===== config.mk =====
export PLATFORM = sky130hd
export DESIGN_NAME = nearest_neighbour_scaler_address
export DESIGN_NICKNAME = d
export VERILOG_FILES = /design/src/hw/rtl/nns_pkg.sv /design/src/hw/rtl/nearest_neighbour_scaler_address.sv /design/src/hw/rtl/nns_front.sv /design/src/hw/rtl/nns_div_stage.sv /design/src/hw/rtl/nns_index.sv
export SDC_FILE = /design/constraint.sdc
export NUM_CORES = 2
export LEC_CHECK = 0
export BUFFER_PORTS_ARGS = -buffer_cell sky130_fd_sc_hd__buf_2
export CORE_ASPECT_RATIO = 1.5
export CORE_UTILIZATION = 52
export DETAILED_ROUTE_END_ITERATION = 8
export PLACE_DENSITY = 0.64
export SYNTH_ARGS = -nofsm -noshare
export SYNTH_HDL_FRONTEND = slang
export SYNTH_SLANG_ARGS = --single-unit

===== constraint.sdc =====
create_clock -name clk -period 7.7 [get_ports clk]
set_input_delay 0.77 -clock clk [delete_from_list [all_inputs] [get_ports clk]]
set_output_delay 0.77 -clock clk [all_outputs]
set_load 0.005 [all_outputs]

===== src/hw/rtl/nns_pkg.sv =====
// shared constants, types and divider step for the nearest-neighbor source address generator
`default_nettype none

package nns_pkg;

    // fixed field widths
    localparam int NNS_REG_W   = 13;
    localparam int NNS_COORD_W = 12;
    localparam int NNS_INDEX_W = 26;
    localparam int NNS_PROD_W  = NNS_COORD_W + NNS_REG_W;
    localparam int NNS_ADDR_W  = 2;

    // divider shape: quotient bits, bits retired per stage, stage count
    localparam int NNS_QUOT_W          = 14;
    localparam int NNS_STEPS_PER_STAGE = 2;
    localparam int NNS_DIV_STAGES      = NNS_QUOT_W / NNS_STEPS_PER_STAGE;

    // start-to-strobe latency: capture, multiply, divider, index, output
    localparam int NNS_LATENCY = NNS_DIV_STAGES + 4;

    // defaults for the top-level parameters
    localparam int NNS_MAX_DIM_DEF    = 4096;
    localparam int NNS_COMPONENTS_DEF = 3;

    // register indexes
    localparam logic [NNS_ADDR_W-1:0] NNS_REG_SRC_WIDTH  = 2'd0;
    localparam logic [NNS_ADDR_W-1:0] NNS_REG_SRC_HEIGHT = 2'd1;
    localparam logic [NNS_ADDR_W-1:0] NNS_REG_DST_WIDTH  = 2'd2;
    localparam logic [NNS_ADDR_W-1:0] NNS_REG_DST_HEIGHT = 2'd3;

    typedef struct packed {
        logic [NNS_REG_W-1:0] src_w;
        logic [NNS_REG_W-1:0] src_h;
        logic [NNS_REG_W-1:0] dst_w;
        logic [NNS_REG_W-1:0] dst_h;
    } nns_dims_t;

    // one restoring division in flight
    typedef struct packed {
        logic [NNS_REG_W-1:0]  rem;
        logic [NNS_QUOT_W-1:0] low;
        logic [NNS_QUOT_W-1:0] quot;
    } nns_lane_t;

    typedef struct packed {
        logic      ok;
        nns_lane_t lx;
        nns_lane_t ly;
    } nns_div_word_t;

    // one restoring step: shift in the next dividend bit, subtract if it fits
    function automatic nns_lane_t nns_div_step(nns_lane_t l, logic [NNS_REG_W-1:0] d);
        logic [NNS_REG_W:0] t;
        nns_lane_t          r;
        t      = {l.rem, l.low[NNS_QUOT_W-1]};
        r.low  = {l.low[NNS_QUOT_W-2:0], 1'b0};
        if (t >= {1'b0, d})
        begin
            r.rem  = NNS_REG_W'(t - {1'b0, d});
            r.quot = {l.quot[NNS_QUOT_W-2:0], 1'b1};
        end
        else
        begin
            r.rem  = t[NNS_REG_W-1:0];
            r.quot = {l.quot[NNS_QUOT_W-2:0], 1'b0};
        end
        return r;
    endfunction

endpackage

`default_nettype wire


===== src/hw/rtl/nearest_neighbour_scaler_address.sv =====
// top level of the nearest-neighbor source address generator
//
//  channel   signals                                   direction  transfer
//  command   start, busy, dst_x, dst_y                 in         start && !busy
//  result    done, src_x, src_y, src_index, coord_ok   out        done (one cycle)
//  config    cfg_we, cfg_addr, cfg_wdata               in         cfg_we
//
// one command word per clock; busy is always low since nothing can hold the pipe
// result strobe follows the command edge through these registers, in order:
//   capture, multiply, 7 divider stages of 2 quotient bits each, index multiply, output
// latency is set by the divider chain, one quotient bit pair per stage;
// throughput is one word per cycle
// reset clears all valid bits and loads every size register with 1
// the result side takes every word, so no stall paths exist
`default_nettype none

module nearest_neighbour_scaler_address #(
    parameter int MAX_DIM    = nns_pkg::NNS_MAX_DIM_DEF,
    parameter int COMPONENTS = nns_pkg::NNS_COMPONENTS_DEF
) (
    input  wire logic                             clk,
    input  wire logic                             rst_n,
    // command
    input  wire logic                             start,
    output logic                                  busy,
    input  wire logic [nns_pkg::NNS_COORD_W-1:0]  dst_x,
    input  wire logic [nns_pkg::NNS_COORD_W-1:0]  dst_y,
    // result
    output logic                                  done,
    output logic [nns_pkg::NNS_COORD_W-1:0]       src_x,
    output logic [nns_pkg::NNS_COORD_W-1:0]       src_y,
    output logic [nns_pkg::NNS_INDEX_W-1:0]       src_index,
    output logic                                  coord_ok,
    // configuration
    input  wire logic                             cfg_we,
    input  wire logic [nns_pkg::NNS_ADDR_W-1:0]   cfg_addr,
    input  wire logic [nns_pkg::NNS_REG_W-1:0]    cfg_wdata
);
    import nns_pkg::*;

    // raw size registers, as written
    logic [NNS_REG_W-1:0] src_w_reg;
    logic [NNS_REG_W-1:0] src_h_reg;
    logic [NNS_REG_W-1:0] dst_w_reg;
    logic [NNS_REG_W-1:0] dst_h_reg;

    // MAX_DIM-capped sizes; user keeps them stable while words are in flight, unguarded
    nns_dims_t dims;

    logic          accept;
    logic          stage_valid [NNS_DIV_STAGES+1];
    nns_div_word_t stage_word  [NNS_DIV_STAGES+1];

    function automatic logic [NNS_REG_W-1:0] clamp_dim(logic [NNS_REG_W-1:0] v);
        if (32'(v) > 32'(MAX_DIM))
            return NNS_REG_W'(MAX_DIM);
        else
            return v;
    endfunction

    // configuration writes, no read-back
    always_ff @(posedge clk or negedge rst_n)
    begin
        if (!rst_n)
        begin
            src_w_reg <= NNS_REG_W'(1);
            src_h_reg <= NNS_REG_W'(1);
            dst_w_reg <= NNS_REG_W'(1);
            dst_h_reg <= NNS_REG_W'(1);
        end
        else if (cfg_we)
        begin
            unique case (cfg_addr)
                NNS_REG_SRC_WIDTH:  src_w_reg <= cfg_wdata;
                NNS_REG_SRC_HEIGHT: src_h_reg <= cfg_wdata;
                NNS_REG_DST_WIDTH:  dst_w_reg <= cfg_wdata;
                NNS_REG_DST_HEIGHT: dst_h_reg <= cfg_wdata;
                default:            ;
            endcase
        end
    end

    always_comb
    begin
        dims.src_w = clamp_dim(src_w_reg);
        dims.src_h = clamp_dim(src_h_reg);
        dims.dst_w = clamp_dim(dst_w_reg);
        dims.dst_h = clamp_dim(dst_h_reg);
    end

    // fully pipelined, so a new command is taken every cycle
    assign busy   = 1'b0;
    assign accept = start && !busy;

    // capture and products x*src_w, y*src_h
    nns_front u_front (
        .clk       (clk),
        .rst_n     (rst_n),
        .in_valid  (accept),
        .dst_x     (dst_x),
        .dst_y     (dst_y),
        .dims      (dims),
        .out_valid (stage_valid[0]),
        .out_word  (stage_word[0])
    );

    // restoring dividers for column and row, two quotient bits per stage
    for (genvar s = 0; s < NNS_DIV_STAGES; s++)
    begin : g_div
        nns_div_stage #(
            .STEPS (NNS_STEPS_PER_STAGE)
        ) u_div (
            .clk       (clk),
            .rst_n     (rst_n),
            .in_valid  (stage_valid[s]),
            .in_word   (stage_word[s]),
            .dims      (dims),
            .out_valid (stage_valid[s+1]),
            .out_word  (stage_word[s+1])
        );
    end

    // buffer index and output register
    nns_index #(
        .COMPONENTS (COMPONENTS)
    ) u_index (
        .clk       (clk),
        .rst_n     (rst_n),
        .in_valid  (stage_valid[NNS_DIV_STAGES]),
        .in_word   (stage_word[NNS_DIV_STAGES]),
        .src_w     (dims.src_w),
        .done      (done),
        .src_x     (src_x),
        .src_y     (src_y),
        .src_index (src_index),
        .coord_ok  (coord_ok)
    );

endmodule

`default_nettype wire


===== src/hw/rtl/nns_front.sv =====
// front end: coordinate capture, range check and products that feed the dividers
`default_nettype none

module nns_front (
    input  wire logic                          clk,
    input  wire logic                          rst_n,
    input  wire logic                          in_valid,
    input  wire logic [nns_pkg::NNS_COORD_W-1:0] dst_x,
    input  wire logic [nns_pkg::NNS_COORD_W-1:0] dst_y,
    input  wire nns_pkg::nns_dims_t            dims,
    output logic                               out_valid,
    output nns_pkg::nns_div_word_t             out_word
);
    import nns_pkg::*;

    logic                   cap_valid_reg;
    logic [NNS_COORD_W-1:0] x_reg;
    logic [NNS_COORD_W-1:0] y_reg;
    logic                   ok_reg;
    logic                   ok_next;

    logic                   mul_valid_reg;
    nns_div_word_t          word_reg;
    nns_div_word_t          word_next;
    logic [NNS_PROD_W-1:0]  px;
    logic [NNS_PROD_W-1:0]  py;

    // inside the destination and a nonempty source
    assign ok_next = ({1'b0, dst_x} < dims.dst_w) && ({1'b0, dst_y} < dims.dst_h)
                     && (dims.src_w != '0) && (dims.src_h != '0);

    always_ff @(posedge clk or negedge rst_n)
    begin
        if (!rst_n)
        begin
            cap_valid_reg <= 1'b0;
            mul_valid_reg <= 1'b0;
        end
        else
        begin
            cap_valid_reg <= in_valid;
            mul_valid_reg <= cap_valid_reg;
        end
    end

    always_ff @(posedge clk)
    begin
        x_reg    <= dst_x;
        y_reg    <= dst_y;
        ok_reg   <= ok_next;
        word_reg <= word_next;
    end

    // dividend top bits start as the partial remainder, the rest shift in
    always_comb
    begin
        px                = NNS_PROD_W'(x_reg) * NNS_PROD_W'(dims.src_w);
        py                = NNS_PROD_W'(y_reg) * NNS_PROD_W'(dims.src_h);
        word_next.ok      = ok_reg;
        word_next.lx.rem  = NNS_REG_W'(px >> NNS_QUOT_W);
        word_next.lx.low  = px[NNS_QUOT_W-1:0];
        word_next.lx.quot = '0;
        word_next.ly.rem  = NNS_REG_W'(py >> NNS_QUOT_W);
        word_next.ly.low  = py[NNS_QUOT_W-1:0];
        word_next.ly.quot = '0;
    end

    assign out_valid = mul_valid_reg;
    assign out_word  = word_reg;

endmodule

`default_nettype wire


===== src/hw/rtl/nns_div_stage.sv =====
// one divider stage: STEPS restoring steps on both coordinate lanes
`default_nettype none

module nns_div_stage #(
    parameter int STEPS = nns_pkg::NNS_STEPS_PER_STAGE
) (
    input  wire logic                          clk,
    input  wire logic                          rst_n,
    input  wire logic                          in_valid,
    input  wire nns_pkg::nns_div_word_t        in_word,
    input  wire nns_pkg::nns_dims_t            dims,
    output logic                               out_valid,
    output nns_pkg::nns_div_word_t             out_word
);
    import nns_pkg::*;

    logic          valid_reg;
    nns_div_word_t word_reg;
    nns_div_word_t word_next;

    always_comb
    begin
        word_next = in_word;
        for (int i = 0; i < STEPS; i++)
        begin
            word_next.lx = nns_div_step(word_next.lx, dims.dst_w);
            word_next.ly = nns_div_step(word_next.ly, dims.dst_h);
        end
    end

    always_ff @(posedge clk or negedge rst_n)
    begin
        if (!rst_n)
            valid_reg <= 1'b0;
        else
            valid_reg <= in_valid;
    end

    always_ff @(posedge clk)
    begin
        word_reg <= word_next;
    end

    assign out_valid = valid_reg;
    assign out_word  = word_reg;

endmodule

`default_nettype wire


===== src/hw/rtl/nns_index.sv =====
// back end: buffer index multiply and the output register
`default_nettype none

module nns_index #(
    parameter int COMPONENTS = nns_pkg::NNS_COMPONENTS_DEF
) (
    input  wire logic                            clk,
    input  wire logic                            rst_n,
    input  wire logic                            in_valid,
    input  wire nns_pkg::nns_div_word_t          in_word,
    input  wire logic [nns_pkg::NNS_REG_W-1:0]   src_w,
    output logic                                 done,
    output logic [nns_pkg::NNS_COORD_W-1:0]      src_x,
    output logic [nns_pkg::NNS_COORD_W-1:0]      src_y,
    output logic [nns_pkg::NNS_INDEX_W-1:0]      src_index,
    output logic                                 coord_ok
);
    import nns_pkg::*;

    logic                   a_valid_reg;
    logic                   a_ok_reg;
    logic [NNS_COORD_W-1:0] a_col_reg;
    logic [NNS_COORD_W-1:0] a_row_reg;
    logic [NNS_INDEX_W-1:0] a_base_reg;
    logic [NNS_INDEX_W-1:0] a_base_next;

    logic                   done_reg;
    logic                   ok_reg;
    logic [NNS_COORD_W-1:0] x_reg;
    logic [NNS_COORD_W-1:0] y_reg;
    logic [NNS_INDEX_W-1:0] index_reg;
    logic [NNS_INDEX_W-1:0] index_next;

    // pixel number row*src_w + col, kept modulo the index width
    assign a_base_next = NNS_INDEX_W'(in_word.ly.quot[NNS_REG_W-1:0]) * NNS_INDEX_W'(src_w)
                       + NNS_INDEX_W'(in_word.lx.quot[NNS_REG_W-1:0]);

    assign index_next = NNS_INDEX_W'(a_base_reg * NNS_INDEX_W'(COMPONENTS));

    always_ff @(posedge clk or negedge rst_n)
    begin
        if (!rst_n)
        begin
            a_valid_reg <= 1'b0;
            done_reg    <= 1'b0;
            ok_reg      <= 1'b0;
        end
        else
        begin
            a_valid_reg <= in_valid;
            done_reg    <= a_valid_reg;
            ok_reg      <= a_valid_reg && a_ok_reg;
        end
    end

    always_ff @(posedge clk)
    begin
        a_ok_reg   <= in_word.ok;
        a_col_reg  <= in_word.lx.quot[NNS_COORD_W-1:0];
        a_row_reg  <= in_word.ly.quot[NNS_COORD_W-1:0];
        a_base_reg <= a_base_next;
        // fields read zero when the coordinate is rejected
        x_reg      <= a_ok_reg ? a_col_reg  : '0;
        y_reg      <= a_ok_reg ? a_row_reg  : '0;
        index_reg  <= a_ok_reg ? index_next : '0;
    end

    assign done      = done_reg;
    assign coord_ok  = ok_reg;
    assign src_x     = x_reg;
    assign src_y     = y_reg;
    assign src_index = index_reg;

endmodule

`default_nettype wire


==> impl_metrics.env <==
export IMPL_status="finished clean"
export IMPL_max_stage_delay_ns=0.86
export IMPL_relSlewSlack_pct=11.72
export IMPL_rows=138
export IMPL_hold_depth=1
export IMPL_cts_setup_buffers=0
export IMPL_synth_ff_type="dfxtp_1"
export IMPL_crit_chain="nor2b_2, nand2_1, fa_1, fa_1, fa_1, inv_1, fa_1, inv_1, fa_1, inv_1, ha_1, or3_1, a311oi_1, o311ai_0, a2111oi_0, nor3_1, or3_1, a21oi_1, xnor2_1"
export IMPL_die_w_um=253.5
export IMPL_die_area_um2=96110
export IMPL_cts_buffers=61
export IMPL_drv_cap=0
export IMPL_synth_fp_nets=6306
export IMPL_arrival_ns=7.63
export IMPL_grt_pass1_wl_um=207000
export IMPL_reg2reg_depth=19
export IMPL_syn_area_um2=49320
export IMPL_antenna_found_initial=7
export IMPL_synth_top_family_by_area="adder cells"
export IMPL_synthSimpleGateAreaFrac_pct=14.17
export IMPL_synthMuxAreaShare_pct=7.412
export IMPL_max_freq_mhz=141.7
export IMPL_portBuffers=94
export IMPL_layout_min_cycle_time_ns=7.056
export IMPL_ys_ff_latch=586
export IMPL_fillers=8494
export IMPL_required_ns=8.28
export IMPL_dr_pass1_iters=5
export IMPL_syn_avg_cell_area_um2=9.374
export IMPL_postCtsHoldBufs=0
export IMPL_synth_edf_count=0
export IMPL_cp_slowest_cell="nor2b_2"
export IMPL_clk_pin_slew_ns=0.06
export IMPL_clk_latency_ns=0.68
export IMPL_cp_common_cell="fa_1"
export IMPL_min_from="dst_x[4]"
export IMPL_synthAdderAreaFrac_pct=31.13
export IMPL_io_pins=96
export IMPL_rr_startpoint="src_w_reg[12]"
export IMPL_cts_tree="built"
export IMPL_cp_start_kind="flip-flop"
export IMPL_totalWireLength_um=131200
export IMPL_diodes=0
export IMPL_synth_xor_xnor_area_share_pct=5.593
export IMPL_rsz0062_at_grt="no"
export IMPL_cts_resized_gates=0
export IMPL_synth_seq_area_share_pct=24.44
export IMPL_finClkSkew_ns=0.04033
export IMPL_htreeDepth=2
export IMPL_ys_types=83
export IMPL_yosys_warnings=0
export IMPL_via_count=37570
export IMPL_grt_ovfl_total=0
export IMPL_synth_compound_area_share_pct=11.50
export IMPL_period_share_pct=91.64
export IMPL_grt_pass1_vias=39020
export IMPL_min_path_type="in -> reg"
export IMPL_ant_nets=0
export IMPL_root_buffer="clkbuf_16"
export IMPL_async_flop_share_pct=10.92
export IMPL_maxSlewViolCount=0
export IMPL_cp_end_kind="flip-flop"
export IMPL_finalSetupViolations=0
export IMPL_vias_per_cell=5.610
export IMPL_drtIter0Drc=1640
export IMPL_clockBufferDepth=3
export IMPL_drc=0
export IMPL_fp_dieH_um=379.2
export IMPL_area_delta_synth_final_pct=9.289
export IMPL_tightest_slew_ns=1.291
export IMPL_gp_congestion=0.9355
export IMPL_post_drt_wl_per_cell_um=19.59
export IMPL_place_detailed_hpwl_um=104600
export IMPL_final_setup_tns_ns=0
export IMPL_largest_reg_flops=345
export IMPL_cp_max_fo=25
export IMPL_start_util_pct=52.41
export IMPL_core_area_um2=94100
export IMPL_track_usage_pct=27.82
export IMPL_crit_start="src_w_reg[12]"
export IMPL_grt_start_max_net_pins=65
export IMPL_hold_viol=0
export IMPL_cts_sinks=586
export IMPL_postSynthCellCount=5262
export IMPL_crit_type="reg -> reg"
export IMPL_drive_gt1_share_pct=12.21
export IMPL_nNetsFinal=6427
[per-layer routing]
| layer | global-route usage, % | vias to the layer above | part of all wire [%] |
|---|---|---|---|
| met5 | 0 | - | 0.040 |
| met2 | 51.92 | 848 | 52 |
| met4 | 19.54 | 8 | 8.1 |
| li1 | - | 18050 | - |
| met3 | 3.148 | 406 | 3.8 |
| met1 | 28.66 | 18250 | 36 |
[path summary, 6_finish.rpt]
| path | to | slack (ns) |
|---|---|---|
| worst min register to register | g_div[2].u_div.out_word[66] | 0.31 |
| worst min-delay path | u_front.x_reg[4] | 0.22 |
| max in group asynchronous | dst_w_reg[7] | 6.81 |
| worst max register to register | u_front.out_word[78] | 0.64 |
| min in group asynchronous | g_div[2].u_div.out_valid | 0.27 |
| worst max-delay path | u_front.out_word[78] | 0.64 |
[area by class of cell]
class / instances / area (um2) / area share [%]
Clock inverter: 37 / 516.7 / 0.9586
Inverter: 617 / 2316 / 4.296
Multi-Input combinational cell: 3929 / 34500 / 64.00
Clock buffer: 79 / 1725 / 3.201
Tap cell: 1260 / 1577 / 2.925
Timing Repair Buffer: 188 / 1214 / 2.251
Sequential cell: 586 / 12060 / 22.37
[logic make-up (layout without fill, tap and decap cells)]
kind of cell,Yosys count,count (layout)
compound gates,870,870
fa+ha+maj,1001,1001
simple gates,1416,1416
mux,326,326
flops,586,586
buf+inv,747,921
other cells,1,1
xor+xnor,315,315
[worst max-delay path: cells and delay by family (launching register included)]
kind / cells / cell delay (ns)
fa+ha+maj: 6 / 2.78
simple gates: 5 / 1.94
compound gates: 4 / 1.44
flops: 1 / 0.52
buf+inv: 3 / 0.16
xor+xnor: 1 / 0.13
[cell usage after synthesis, types with 30 or more instances]
master    instances  area share [%]
a211oi_1         34            0.52
a21o_1          108             1.6
a21oi_1         259             2.6
and2_1          243             3.1
clkbuf_1        110            0.84
dfrtp_1          60             3.0
dfxtp_1         522              21
fa_1            377              15
ha_1            624              16
inv_1           617             4.7
mux2_2          290             6.6
mux2i_1          30            0.61
nand2_1         469             3.6
nand2b_1         40            0.51
nand3_1          58            0.59
nand4_1          64            0.81
nor2_1          229             1.7
nor2b_1          98             1.2
nor3_1           97            0.98
o21a_1           56            0.85
o21ai_0         167             1.7
xnor2_1         216             3.8
xor2_1           99             1.8
[metrics by stage]
| stage | worst slack, ns | utilization (%) | instances | area (um2) | hold WS, ns |
|---|---|---|---|---|---|
| 2_1_floorplan | 1.266 | - | 5262 | 49320 | 0.3096 |
| 3_3_place_gp | 0.8825 | 54.90 | 6580 | 51660 | 0.3095 |
| 3_5_place_dp | 0.7260 | 54.90 | 6580 | 51660 | 0.3121 |
| 4_1_cts | 0.7014 | 57.28 | 6696 | 53910 | 0.1724 |
| 5_1_grt | 0.2141 | 57.28 | 6696 | 53910 | 0.1923 |
| 6_report | 0.6438 | 57.28 | 6696 | 53910 | 0.2180 |
[cells in the final DEF (no fill, tap or decap), types with 12 or more instances in the layout]
cell type  netlist  routed
clkbuf_16        0      62
dfrtp_1         60      60
nand4_1         64      64
and2_1         243     243
mux2i_1         30      30
fa_1           377     377
a211oi_1        34      33
nor3_1          97      97
nor2b_2          0      13
inv_1          617     617
nand3_1         58      58
o21ai_0        167     166
ha_1           624     624
a31oi_1         28      28
or3_1           29      29
o41ai_1         12      12
nand2b_1        40      40
nor2b_1         98      85
dfxtp_1        522     522
a21oi_1        259     259
buf_4            2      91
a21boi_0        18      18
xnor2_1        216     216
nor2_1         229     229
o211ai_1        13      13
a31o_2          19      19
a21o_1         108     108
or2_2           14      14
buf_2           11      94
nor4_1          14      13
o21a_1          56      56
nand2_1        469     469
and3_1          23      23
a41oi_1         12      12
mux2_2         290     290
o31ai_1         18      16
o21bai_1        29      29
xor2_1          99      99
Power is left out: the tool's default activity adds up to more than one toggle a clock period on the data nets, which glitch-free logic cannot reach.
